**config.mk**
```make
export PLATFORM = sky130hd
export DESIGN_NAME = sliding_window_slope_meter
export DESIGN_NICKNAME = d
export VERILOG_FILES = /design/src/swsm_pkg.sv /design/src/sliding_window_slope_meter.sv
export SDC_FILE = /design/constraint.sdc
export NUM_CORES = 2
export LEC_CHECK = 0
export BUFFER_PORTS_ARGS = -buffer_cell sky130_fd_sc_hd__buf_2
export CAP_MARGIN = 20
export CORE_MARGIN = 2
export CORE_UTILIZATION = 50
export DETAILED_ROUTE_END_ITERATION = 16
export PLACE_DENSITY_LB_ADDON = 0.15
export SYNTH_ARGS = -nofsm -noshare
export SYNTH_HDL_FRONTEND = slang
export SYNTH_SLANG_ARGS = --single-unit
export TNS_END_PERCENT = 1
```
**constraint.sdc**
```tcl
create_clock -name clock -period 22 [get_ports clock]
set_input_delay 2.2 -clock clock [delete_from_list [all_inputs] [get_ports clock]]
set_output_delay 2.2 -clock clock [all_outputs]
set_load 0.05 [all_outputs]
```
**src/swsm_pkg.sv**
```systemverilog
// sliding window slope meter: shared types and constants
// no dependencies; used by sliding_window_slope_meter and the testbench
`timescale 1ns / 1ps

package swsm_pkg;

   // default sizing
   localparam int WINDOW_MAX_DEF  = 64;
   localparam int SAMPLE_BITS_DEF = 16;

   // csr port
   localparam int CSR_ADDR_W = 2;
   localparam int CSR_DATA_W = 15;

   typedef enum logic [CSR_ADDR_W-1:0] {
      CSR_WINDOW_LENGTH,
      CSR_SATURATION_SLOPE,
      CSR_ACCEL_THRESHOLD,
      CSR_EVENT_ENABLE
   } csr_index_type;

   // register reset values
   localparam logic [6:0]  WINDOW_RST = 7'd16;
   localparam logic [14:0] SAT_RST    = 15'd256;
   localparam logic [14:0] THR_RST    = 15'd256;

   // output limits
   localparam logic [14:0] SLOPE_MAX = 15'd32767;
   localparam logic [14:0] SCORE_ONE = 15'd16384;
   localparam int          SCORE_FRAC = 14;

   // result word layout
   localparam int RSP_BITS   = 66;
   localparam int RSP_DATA_W = 72;

   typedef enum logic [3:0] {
      ST_IDLE,
      ST_SETUP,
      ST_WALK,
      ST_NUM_A,
      ST_NUM_B,
      ST_DEN_A,
      ST_DEN_B,
      ST_THR,
      ST_ACC,
      ST_DIV_Q,
      ST_SCORE,
      ST_DIV_S,
      ST_DONE
   } state_type;

endpackage

```
**src/sliding_window_slope_meter.sv**
```systemverilog
// least-squares slope over a window of recent samples, with score and trend event
// depends on swsm_pkg; ring memory, one shared multiplier and one shared divider
// each word walks the n held samples in the ring (n >= 2; skipped below two samples),
// then runs two bit-serial divisions of DVD_W bits (DVD_W = 39 by default)
// a new word is taken only in idle, once the previous result has been loaded for output
// reset: synchronous, empties the history (fill count, write pointer) and sets counters and registers to defaults
`timescale 1ns / 1ps

module sliding_window_slope_meter #(
   parameter int WINDOW_MAX  = swsm_pkg::WINDOW_MAX_DEF,
   parameter int SAMPLE_BITS = swsm_pkg::SAMPLE_BITS_DEF
) (
   input  logic                                  clock,
   input  logic                                  reset,
   input  logic                                  req_tvalid,
   output logic                                  req_tready,
   // [SAMPLE_BITS-1:0] sample_in, rest zero
   input  logic [((SAMPLE_BITS+7)/8)*8-1:0]      req_tdata,
   output logic                                  rsp_tvalid,
   input  logic                                  rsp_tready,
   // [15:0] slope_value, [31:16] trend_score, [32] accel_flag,
   // [33] trend_event, [65:34] sample_count, rest zero
   output logic [swsm_pkg::RSP_DATA_W-1:0]       rsp_tdata,
   input  logic                                  csr_we,
   input  logic [swsm_pkg::CSR_ADDR_W-1:0]       csr_addr,
   input  logic [swsm_pkg::CSR_DATA_W-1:0]       csr_wdata
);

   localparam int PTR_W  = $clog2(WINDOW_MAX);
   localparam int CNT_W  = $clog2(WINDOW_MAX + 1);
   localparam int SX_W   = 2 * CNT_W;
   localparam int SX2_W  = 3 * CNT_W;
   localparam int SY_W   = SAMPLE_BITS + CNT_W;
   localparam int SXY_W  = SAMPLE_BITS + 2 * CNT_W;
   localparam int NUM_W  = SAMPLE_BITS + 3 * CNT_W + 1;
   localparam int DEN_W  = 4 * CNT_W;
   localparam int MA_W   = (SX_W + 1 > 16) ? SX_W + 1 : 16;
   localparam int MB_A   = (SXY_W > DEN_W + 1) ? SXY_W : DEN_W + 1;
   localparam int MB_W   = (MB_A > SX2_W + 1) ? MB_A : SX2_W + 1;
   localparam int PROD_W = MA_W + MB_W;
   localparam int DVD_A  = (NUM_W > DEN_W) ? NUM_W : DEN_W;
   localparam int DVD_W  = ((DVD_A > 30) ? DVD_A : 30) + 1;
   localparam int DVS_W  = (DEN_W > 15) ? DEN_W : 15;
   localparam int DCNT_W = $clog2(DVD_W + 1);

   // state and configuration
   swsm_pkg::state_type state_ff, state_in;
   logic [6:0]          win_len_ff;
   logic [14:0]         sat_ff;
   logic [14:0]         thr_ff;
   logic                evt_en_ff;
   logic [PTR_W-1:0]    wp_ff;
   logic [CNT_W-1:0]    fill_ff;
   logic                prev_ff;
   logic [31:0]         total_ff;
   logic                rsp_valid_ff;

   // datapath
   logic signed [SAMPLE_BITS-1:0] ring_mem [WINDOW_MAX];
   logic signed [SAMPLE_BITS-1:0] rd_data_ff;
   logic [PTR_W-1:0]        rd_ptr_ff;
   logic [CNT_W-1:0]        k_ff;
   logic signed [SY_W-1:0]  sy_ff;
   logic signed [SXY_W-1:0] sxy_ff;
   logic [SX_W-1:0]         sx_ff;
   logic [SX2_W-1:0]        sx2_ff;
   logic [SX2_W-1:0]        sq_ff;
   logic signed [PROD_W-1:0] prod_ff;
   logic signed [NUM_W-1:0] num_ff;
   logic [DEN_W-1:0]        den_ff;
   logic [NUM_W-1:0]        anum_ff;
   logic                    neg_ff;
   logic                    accel_ff;
   logic [DVD_W-1:0]        quo_ff;
   logic [DVS_W-1:0]        rem_ff;
   logic [DVS_W-1:0]        dvs_ff;
   logic [DCNT_W-1:0]       cnt_ff;
   logic [14:0]             q_ff;
   logic [swsm_pkg::RSP_DATA_W-1:0] rsp_data_ff;

   // combinational
   logic                    req_accept;
   logic                    load_rsp;
   logic [CNT_W-1:0]        w_eff;
   logic [CNT_W-1:0]        wp_plus;
   logic [PTR_W-1:0]        wp_next;
   logic [CNT_W:0]          start_sum;
   logic [PTR_W-1:0]        start_ptr;
   logic [CNT_W-1:0]        rd_plus;
   logic [PTR_W-1:0]        rd_next;
   logic [CNT_W-1:0]        idx;
   logic signed [CNT_W+SAMPLE_BITS:0] iy;
   logic signed [MA_W-1:0]  mul_a;
   logic signed [MB_W-1:0]  mul_b;
   logic signed [PROD_W-1:0] mul_out;
   logic [NUM_W-1:0]        num_abs;
   logic [14:0]             sat_eff;
   logic [14:0]             q_sat;
   logic [14:0]             s_sat;
   logic [DVS_W:0]          trial;
   logic                    trial_ge;
   logic signed [15:0]      slope_val;
   logic signed [15:0]      score_val;
   logic                    event_val;

   // effective window, clamped to 2..WINDOW_MAX
   always_comb begin
      if (win_len_ff < 7'd2) begin
         w_eff = CNT_W'(2);
      end else if (int'(win_len_ff) > WINDOW_MAX) begin
         w_eff = CNT_W'(WINDOW_MAX);
      end else begin
         w_eff = CNT_W'(win_len_ff);
      end
   end

   // ring pointer arithmetic
   always_comb begin
      wp_plus   = CNT_W'(wp_ff) + CNT_W'(1);
      wp_next   = (wp_plus == w_eff) ? '0 : wp_plus[PTR_W-1:0];
      start_sum = (CNT_W+1)'(wp_ff) + (CNT_W+1)'(w_eff) - (CNT_W+1)'(fill_ff);
      start_ptr = (start_sum >= (CNT_W+1)'(w_eff)) ?
                  PTR_W'(start_sum - (CNT_W+1)'(w_eff)) : PTR_W'(start_sum);
      rd_plus   = CNT_W'(rd_ptr_ff) + CNT_W'(1);
      rd_next   = (rd_plus == w_eff) ? '0 : rd_plus[PTR_W-1:0];
      idx       = k_ff - CNT_W'(1);
      iy        = $signed({1'b0, idx}) * rd_data_ff;
   end

   // next state
   always_comb begin
      state_in = state_ff;
      unique case (state_ff)
         swsm_pkg::ST_IDLE:  if (req_accept) state_in = swsm_pkg::ST_SETUP;
         swsm_pkg::ST_SETUP: begin
            state_in = (fill_ff < CNT_W'(2)) ? swsm_pkg::ST_THR : swsm_pkg::ST_WALK;
         end
         swsm_pkg::ST_WALK:  if (k_ff == fill_ff) state_in = swsm_pkg::ST_NUM_A;
         swsm_pkg::ST_NUM_A: state_in = swsm_pkg::ST_NUM_B;
         swsm_pkg::ST_NUM_B: state_in = swsm_pkg::ST_DEN_A;
         swsm_pkg::ST_DEN_A: state_in = swsm_pkg::ST_DEN_B;
         swsm_pkg::ST_DEN_B: state_in = swsm_pkg::ST_THR;
         swsm_pkg::ST_THR:   state_in = swsm_pkg::ST_ACC;
         swsm_pkg::ST_ACC:   state_in = swsm_pkg::ST_DIV_Q;
         swsm_pkg::ST_DIV_Q: if (cnt_ff == DCNT_W'(1)) state_in = swsm_pkg::ST_SCORE;
         swsm_pkg::ST_SCORE: state_in = swsm_pkg::ST_DIV_S;
         swsm_pkg::ST_DIV_S: if (cnt_ff == DCNT_W'(1)) state_in = swsm_pkg::ST_DONE;
         swsm_pkg::ST_DONE:  if (!rsp_valid_ff || rsp_tready) state_in = swsm_pkg::ST_IDLE;
         default:            state_in = swsm_pkg::ST_IDLE;
      endcase
   end

   // sequencer outputs and shared multiplier operands
   always_comb begin
      req_tready = (state_ff == swsm_pkg::ST_IDLE);
      load_rsp   = (state_ff == swsm_pkg::ST_DONE) && (!rsp_valid_ff || rsp_tready);
      mul_a      = '0;
      mul_b      = '0;
      unique case (state_ff)
         swsm_pkg::ST_NUM_A: begin
            mul_a = MA_W'($signed({1'b0, fill_ff}));
            mul_b = MB_W'(sxy_ff);
         end
         swsm_pkg::ST_NUM_B: begin
            mul_a = MA_W'($signed({1'b0, sx_ff}));
            mul_b = MB_W'(sy_ff);
         end
         swsm_pkg::ST_DEN_A: begin
            mul_a = MA_W'($signed({1'b0, fill_ff}));
            mul_b = MB_W'($signed({1'b0, sx2_ff}));
         end
         swsm_pkg::ST_DEN_B: begin
            mul_a = MA_W'($signed({1'b0, sx_ff}));
            mul_b = MB_W'($signed({1'b0, sx_ff}));
         end
         swsm_pkg::ST_THR: begin
            mul_a = MA_W'($signed({1'b0, thr_ff}));
            mul_b = MB_W'($signed({1'b0, den_ff}));
         end
         default: begin
            mul_a = '0;
            mul_b = '0;
         end
      endcase
   end

   assign req_accept = req_tvalid && req_tready;
   assign mul_out    = mul_a * mul_b;

   // shared divider step and result shaping
   always_comb begin
      num_abs   = num_ff[NUM_W-1] ? NUM_W'(-num_ff) : NUM_W'(num_ff);
      sat_eff   = (sat_ff == '0) ? 15'd1 : sat_ff;
      trial     = {rem_ff, quo_ff[DVD_W-1]};
      trial_ge  = trial >= {1'b0, dvs_ff};
      q_sat     = (quo_ff > DVD_W'(swsm_pkg::SLOPE_MAX)) ? swsm_pkg::SLOPE_MAX : quo_ff[14:0];
      s_sat     = (quo_ff > DVD_W'(swsm_pkg::SCORE_ONE)) ? swsm_pkg::SCORE_ONE : quo_ff[14:0];
      slope_val = neg_ff ? -$signed({1'b0, q_ff}) : $signed({1'b0, q_ff});
      score_val = neg_ff ? -$signed({1'b0, s_sat}) : $signed({1'b0, s_sat});
      event_val = accel_ff && !prev_ff && evt_en_ff;
   end

   // control registers
   always_ff @(posedge clock) begin
      if (reset) begin
         state_ff     <= swsm_pkg::ST_IDLE;
         win_len_ff   <= swsm_pkg::WINDOW_RST;
         sat_ff       <= swsm_pkg::SAT_RST;
         thr_ff       <= swsm_pkg::THR_RST;
         evt_en_ff    <= 1'b0;
         wp_ff        <= '0;
         fill_ff      <= '0;
         prev_ff      <= 1'b0;
         total_ff     <= '0;
         rsp_valid_ff <= 1'b0;
      end else begin
         state_ff <= state_in;
         if (csr_we) begin
            unique case (csr_addr)
               swsm_pkg::CSR_WINDOW_LENGTH: begin
                  win_len_ff <= csr_wdata[6:0];
                  wp_ff      <= '0;
                  fill_ff    <= '0;
                  prev_ff    <= 1'b0;
               end
               swsm_pkg::CSR_SATURATION_SLOPE: sat_ff    <= csr_wdata;
               swsm_pkg::CSR_ACCEL_THRESHOLD:  thr_ff    <= csr_wdata;
               swsm_pkg::CSR_EVENT_ENABLE:     evt_en_ff <= csr_wdata[0];
               default: ;
            endcase
         end
         if (req_accept) begin
            wp_ff    <= wp_next;
            total_ff <= total_ff + 32'd1;
            if (fill_ff < w_eff) fill_ff <= fill_ff + CNT_W'(1);
         end
         if (rsp_valid_ff && rsp_tready) rsp_valid_ff <= 1'b0;
         if (load_rsp) begin
            rsp_valid_ff <= 1'b1;
            prev_ff      <= accel_ff;
         end
      end
   end

   // sample ring, registered read
   always_ff @(posedge clock) begin
      if (req_accept) ring_mem[wp_ff] <= req_tdata[SAMPLE_BITS-1:0];
      rd_data_ff <= ring_mem[rd_ptr_ff];
   end

   // sums, products and divisions
   always_ff @(posedge clock) begin
      case (state_ff)
         swsm_pkg::ST_SETUP: begin
            rd_ptr_ff <= start_ptr;
            k_ff      <= '0;
            sy_ff     <= '0;
            sxy_ff    <= '0;
            sx_ff     <= '0;
            sx2_ff    <= '0;
            sq_ff     <= '0;
            num_ff    <= '0;
            den_ff    <= DEN_W'(1);
         end
         swsm_pkg::ST_WALK: begin
            if (k_ff < fill_ff) rd_ptr_ff <= rd_next;
            k_ff <= k_ff + CNT_W'(1);
            // fold in the sample read last cycle, x = k-1
            if (k_ff != '0) begin
               sy_ff  <= sy_ff + SY_W'(rd_data_ff);
               sxy_ff <= sxy_ff + SXY_W'(iy);
               sx_ff  <= sx_ff + SX_W'(idx);
               sx2_ff <= sx2_ff + sq_ff;
               sq_ff  <= sq_ff + SX2_W'({idx, 1'b1});
            end
         end
         swsm_pkg::ST_NUM_A: prod_ff <= mul_out;
         swsm_pkg::ST_NUM_B: num_ff  <= NUM_W'(prod_ff - mul_out);
         swsm_pkg::ST_DEN_A: prod_ff <= mul_out;
         swsm_pkg::ST_DEN_B: den_ff  <= DEN_W'(prod_ff - mul_out);
         swsm_pkg::ST_THR: begin
            prod_ff <= mul_out;
            anum_ff <= num_abs;
            neg_ff  <= num_ff[NUM_W-1];
         end
         swsm_pkg::ST_ACC: begin
            accel_ff <= PROD_W'(anum_ff) >= PROD_W'($unsigned(prod_ff));
            // rounded slope: (|num| + den/2) / den
            quo_ff   <= DVD_W'(anum_ff) + DVD_W'(den_ff >> 1);
            dvs_ff   <= DVS_W'(den_ff);
            rem_ff   <= '0;
            cnt_ff   <= DCNT_W'(DVD_W);
         end
         swsm_pkg::ST_DIV_Q, swsm_pkg::ST_DIV_S: begin
            rem_ff <= trial_ge ? DVS_W'(trial - {1'b0, dvs_ff}) : DVS_W'(trial);
            quo_ff <= {quo_ff[DVD_W-2:0], trial_ge};
            cnt_ff <= cnt_ff - DCNT_W'(1);
         end
         swsm_pkg::ST_SCORE: begin
            q_ff   <= q_sat;
            // rounded score: (q * 2^14 + sat/2) / sat
            quo_ff <= DVD_W'({q_sat, {swsm_pkg::SCORE_FRAC{1'b0}}}) + DVD_W'(sat_eff >> 1);
            dvs_ff <= DVS_W'(sat_eff);
            rem_ff <= '0;
            cnt_ff <= DCNT_W'(DVD_W);
         end
         default: ;
      endcase
      if (load_rsp) begin
         rsp_data_ff <= swsm_pkg::RSP_DATA_W'({total_ff, event_val, accel_ff,
                                               score_val, slope_val});
      end
   end

   assign rsp_tvalid = rsp_valid_ff;
   assign rsp_tdata  = rsp_data_ff;

   // checks
   a_busy_after_accept: assert property (@(posedge clock) disable iff (reset)
      req_tvalid && req_tready |=> !req_tready)
      else $error("block ready right after taking a word");

   a_fill_in_window: assert property (@(posedge clock) disable iff (reset)
      fill_ff <= w_eff)
      else $error("fill count beyond window");

   a_wp_in_window: assert property (@(posedge clock) disable iff (reset)
      CNT_W'(wp_ff) < w_eff)
      else $error("write pointer beyond window");

   a_zero_slope_zero_score: assert property (@(posedge clock) disable iff (reset)
      rsp_tvalid && (rsp_tdata[15:0] == 16'd0) |-> (rsp_tdata[31:16] == 16'd0))
      else $error("nonzero score with zero slope");

endmodule

```
# == Word-level counts from Yosys, hierarchy flattened ==
# Memories as Yosys holds them, arrays and structs flattened. A register that Yosys moved wholly into a read port is not among the register bits.
# Cells that the tools add are included.
# totals
memories,1
ramBits,1024
reg_bits,545
out_inout_bits,74
word_cells,183
# classes
n_reduce_logical,37
n_mux,54
addsub,22
n_lt_le_gt_ge,10
multipliers,2
n_eq_ne,26
# memory_table
memory,depth,width,rd,rd_clocked_by_memory_dff,write_ports,line_no,source
ring_mem,64,16,1,1,1,sliding_window_slope_meter.sv:59,logic signed [SAMPLE_BITS-1:0] ring_mem [WINDOW_MAX];
# ops
cell,count
28-bit case mux with 2 select lines,3
30-bit case mux with 5 select lines,1
39-bit case mux with 3 select lines,1
21-bit case mux with 2 select lines,2
39-bit by 15-bit greater-than comparator with 1-bit output (second input constant),2
38-bit case mux with 2 select lines,1
15-bit 2-to-1 mux,5
30-bit case mux with 2 select lines,1
4-bit case mux with 13 select lines,1
38-bit by 46-bit greater-or-equal comparator with 1-bit output,1
16-bit by 30-bit multiplier with 46-bit output,1
23-bit case mux with 2 select lines,1
15-bit case mux with 3 select lines,1
21-bit 2-to-1 mux,2
6-bit 2-to-1 mux,7
7-bit 2-to-1 mux,6
38-bit by 27-bit adder with 39-bit output,1
38-bit negation,1
38-bit subtractor,1
37-bit 2-to-1 mux,1
32-bit by 1-bit adder with 32-bit output (second input constant),1
15-bit negation with 16-bit output,2
29-bit by 14-bit adder with 30-bit output,1
30-bit by 24-bit adder with 30-bit output,1
other kinds (51),106

# == Longest topological paths before layout ==
# logic_depth
ltp_word,8
depth_mapped,48
depth_no_buf,44

# == Worst setup path before layout ==
# OpenSTA, ideal clock, no wires.
# synth_path
path_kind,reg-to-reg
startpoint,register state_ff[2]
endpoint,register num_ff[37] (data pin)
setup_ns,0.266
required_ns,21.734
synth_period_minus_slack_ns,11.238
stages_incl_launch_ff,45
slack_ns,10.762
arrival_ns,10.972
path_cell_list,dfxtp_1 -> clkbuf_1 -> nand2b_1 -> nor2_1 -> clkbuf_1 -> clkbuf_1 -> a22oi_1 -> or2_2 -> fa_1 -> inv_1 -> fa_1 -> inv_1 -> fa_1 -> inv_1 -> fa_1 -> fa_1 -> inv_1 -> fa_1 -> [... 9 more ...] -> xor2_1 -> inv_1 -> ha_1 -> nand2_1 -> nor2_1 -> a211oi_1 -> and3_1 -> a21oi_1 -> a21o_1 -> maj3_2 -> and3_1 -> o211a_1 -> a211o_2 -> a221oi_1 -> or3_4 -> o21ai_2 -> xnor2_1 -> nor2_1
# synth_between
elab_chain_cells,6
elab_cells_between_ends,13
classes_between,1 x add/sub; 1 x mul; 6 x eq/ne; 3 x mux; 2 x reduce/logical
# synth_rtl
element,line_no,source
start: declaration,sliding_window_slope_meter.sv:47,"swsm_pkg::state_type state_ff, state_in;"
start signal: assignment,sliding_window_slope_meter.sv:206,state_ff <= swsm_pkg::ST_IDLE;
start signal: assignment,sliding_window_slope_meter.sv:217,state_ff <= state_in;
4-bit by 3-bit == test with 1-bit output or 4-bit by 2-bit == test with 1-bit output (tied branches),sliding_window_slope_meter.sv:159,unique case (state_ff)
2-bit OR reduction (no line),--,
15-bit case mux with 3 select lines,sliding_window_slope_meter.sv:159,
16-bit by 30-bit multiplier with 46-bit output (*),sliding_window_slope_meter.sv:188,assign mul_out = mul_a * mul_b;
via mul_out[18],sliding_window_slope_meter.sv:95,logic signed [PROD_W-1:0] mul_out;
38-bit subtractor (*),--,
38-bit case mux with 2 select lines (*),sliding_window_slope_meter.sv:253,case (state_ff)
end signal: assignment,sliding_window_slope_meter.sv:278,swsm_pkg::ST_NUM_B: num_ff <= NUM_W'(prod_ff - mul_out);
end: declaration,sliding_window_slope_meter.sv:69,logic signed [NUM_W-1:0] num_ff;
# Mark *: on every way through the listed nets, which the timed path passes. The rest lies on a longest branch.
# A chain may end at the register's enable or synchronous reset.

# == Worst setup path after layout ==
# layout_path
startpoint,register state_ff[0]
endpoint,register num_ff[37] (data pin)
# Same word-level chain as after synthesis.

==> results.toml <==
[outcome]
outcome = "complete, no violations"

[clock_network]
clock-sinks = 1585
cts_buffers = 170
clock_tree.htree_level_count = 4
cts_tree = "built"
postCtsSetupBuffers = 0
clk_latency_ns = 0.83
cts_resized = 0
clkSlewWorstSetupHoldPaths_ns = 0.06
root_buffer = "clkbuf_16"
clockBufferDepth = 3
ctsHoldBuffers = 0

[logic_synthesis]
ys_ff_latch = 1585
synth_area_leaders = "edfxtp_1 (48%), fa_1 (12%), mux4_2 (8.2%)"
yosysWarningCount = 0
synthMuxAreaShare_pct = 8.53
synth_top_area_cell = "edfxtp_1"
synth_edf_count = 1480
synth.yosys.seq_area_share_pct = 50.3
ys.flop_type = "edfxtp_1"
synth_top_family_by_area = "adder cells"
synth_cell_type_count = 95
netlist_area_mm2 = 0.0926
yosys.area_share.simple_pct = 9.50
synthCells = 7248
synthAdderAreaFrac_pct = 17.7
async_flop_share_pct = 0
synth_compound_area_share_pct = 5.88
netlist.area_leader.share_pct = 48.0
syn_avg_cell_area_um2 = 12.8
synthXorXnorAreaFrac_pct = 3.29

[sta]
fin_crit_ns = 11.13
rsz0062_at_grt = "no"
finClkSkew_ns = 0.0693
report.final.slew_viol_count = 0
setup_viol = 0
max_freq_mhz = 89.8
worst-slew-pin-transition_ns = 1.15
hold_viol = 0
setup_tns_ns = 0
slew_headroom_pct = 23.0
final.period_utilization_pct = 50.6
hold_ws_ns = 0.461

[final_layout]
drive_gt1_share_pct = 11.9
final_common_cell = "edfxtp_1"
final_cell_mix = "edfxtp_1 (1480), inv_1 (901), nor2_1 (671)"
area_growth_pct = 10.1
layout.nets = 8394

[floorplanning]
ios = 112
fp.dieH_um = 434
dieArea_mm2 = 0.189
core_area_mm2 = 0.183
placement_rows = 157
initial_core_util_pct = 50.5
fp.dieW_um = 434

[worst_hold_path]
holdCritPathClass = "flop to flop"
hold_end = "rsp_tdata[65]"
holdPathStages = 0
holdCritStartpoint = "total_ff[31]"

[global_routing]
grt_overflow = 0
gr-usage-all-layers_pct = 25.5
grt_pass1_wl_mm = 360
first_global_vias = 58100
grt_max_degree = 142
grt_antenna_before_repair = 5

[critical_path]
critPathMaxStageDelay_ns = 0.77
crit_fanout = 51
worst_r2r_path_depth = 40
r2r_end = "num_ff[37]"
arrival_ns = 11.65
crit_path_start_kind = "flop"
slowest_stage = "nand2_1"
crit_type = "flop to flop"
ff2ff_setup_slack_ns = 10.87
endpoint_kind = "flop"
required_ns = 22.52
r2r-start = "state_ff[0]"

[detailed_routing]
via_count = 57100
antenna_left = 0
wl_mm = 236
drtIter0Drc = 4992
dr.pass1.iters = 8
wire_per_inst_um = 23.6
drc = 0
via_per_inst = 5.71

[place]
port_buffers = 105
dp_hpwl_mm = 170
gp_congestion = 0.934

[pwr]
p_leak_nw = 38.3
power.density_mw_per_mm2 = 174
vdd_ir_drop_max_mv = 0.412

[job]
maxCapViolCount = 0
## critical path, delay by kind of cell (launching register included)
kind	cells	cell delay, ns
adders and majority gates	9	4.13
AOI/OAI and AO/OA	12	2.50
and+or+nand+nor	12	2.47
buffers and inverters	5	0.70
DFF	1	0.70
xor gates and xnor gates	2	0.31
## metal layers
layer  track usage (%)  part of all wire, %  up-vias
met4              10.3                  4.5        0
li1                  -                    -    25800
met5                 0                    0        -
met2              40.8                   47     1777
met3              4.06                  6.2      386
met1              34.9                   42    29200
## kinds of logic after synthesis
kind of cell             count (synthesis)
other                                    2
multiplexers                           369
flip-flops                            1585
buffers and inverters                 1173
adder cells (fa/ha/maj)                966
XOR/XNOR                               344
AND/OR/NAND/NOR                       1959
AO/OA/AOI/OAI                          850
## power breakdown
part           switching [mW]  internal [mW]
clock network            1.25           1.57
registers               0.373           3.72
logic                    6.11           4.67
## registers in the layout, indices dropped and copies added (netlist names), 7 cells and up
name / count
anum_ff: 38
rd_data_ff: 16
sat_ff: 15
ring_mem: 1024
q_ff: 15
thr_ff: 15
sx_ff: 14
quo_ff: 39
sy_ff: 23
dvs_ff: 28
num_ff: 38
prod_ff: 46
den_ff: 28
fill_ff: 7
rsp_tdata: 66
sx2_ff: 21
total_ff: 32
k_ff: 7
sq_ff: 21
win_len_ff: 7
sxy_ff: 30
rem_ff: 28
## worst max path at each step
stage | from | end | slack, ns | depth (start not counted)
global route | state_ff[0] | num_ff[37] | 10.06 | 40
floorplan | state_ff[2] | num_ff[37] | 10.76 | 44
detailed placement | state_ff[0] | num_ff[37] | 10.98 | 40
global placement | state_ff[0] | num_ff[37] | 11.03 | 40
finish | state_ff[0] | num_ff[37] | 10.87 | 40
CTS | state_ff[0] | num_ff[37] | 10.94 | 40
## through the flow
stage                     total power [mW]  cell area [um^2]  std cells  util, %  setup WS [ns]
after global routing                  19.4            102000      10000     55.6          10.06
final                                 17.7            102000      10000     55.6          10.87
after floorplan                       12.3             92600       7255        -          10.76
after global placement                14.8             96200       9682     52.4          11.03
after detailed placement              14.9             96300       9685     52.5          10.98
after CTS                             17.8            102000       9997     55.5          10.94
## cell usage after synthesis, types with 9 or more instances
cell type and n:
o211ai_1 14, a22oi_1 47, a211oi_1 14, or2_2 12, o21bai_1 33, o31ai_1 21
a21oi_1 263, and3_1 40, and2_1 48, nand2b_1 51, and4_1 17, o22ai_1 35
nand3b_1 9, fa_1 576, o41ai_1 13, xor2_1 123, clkbuf_1 221, nor3_1 69
nand3_1 85, mux2i_1 32, mux4_2 336, inv_1 902, xnor2_1 217, nor2b_1 115
nand4_1 53, or3_1 45, edfxtp_1 1480, buf_1 29, o21ai_1 17, ha_1 379
or4_1 10, a31oi_1 22, o21a_1 22, nor2_1 690, nor4_1 23, nand2_1 668
a21boi_0 16, a21o_1 85, o21ai_0 160, dfxtp_1 105, a221o_1 14
## final cells by class
type                    instances  area (um^2)
repair buffers                238         1690
inverters                     909         3420
flip-flops and latches       1585        46500
multi-input cells            4497        41700
diodes                          3         7.51
well taps                    2464         3080
clock buffers                 206         4420
fillers                     15200        81500
clock inverters               106         1090
Power figures use the tool's default switching activity.
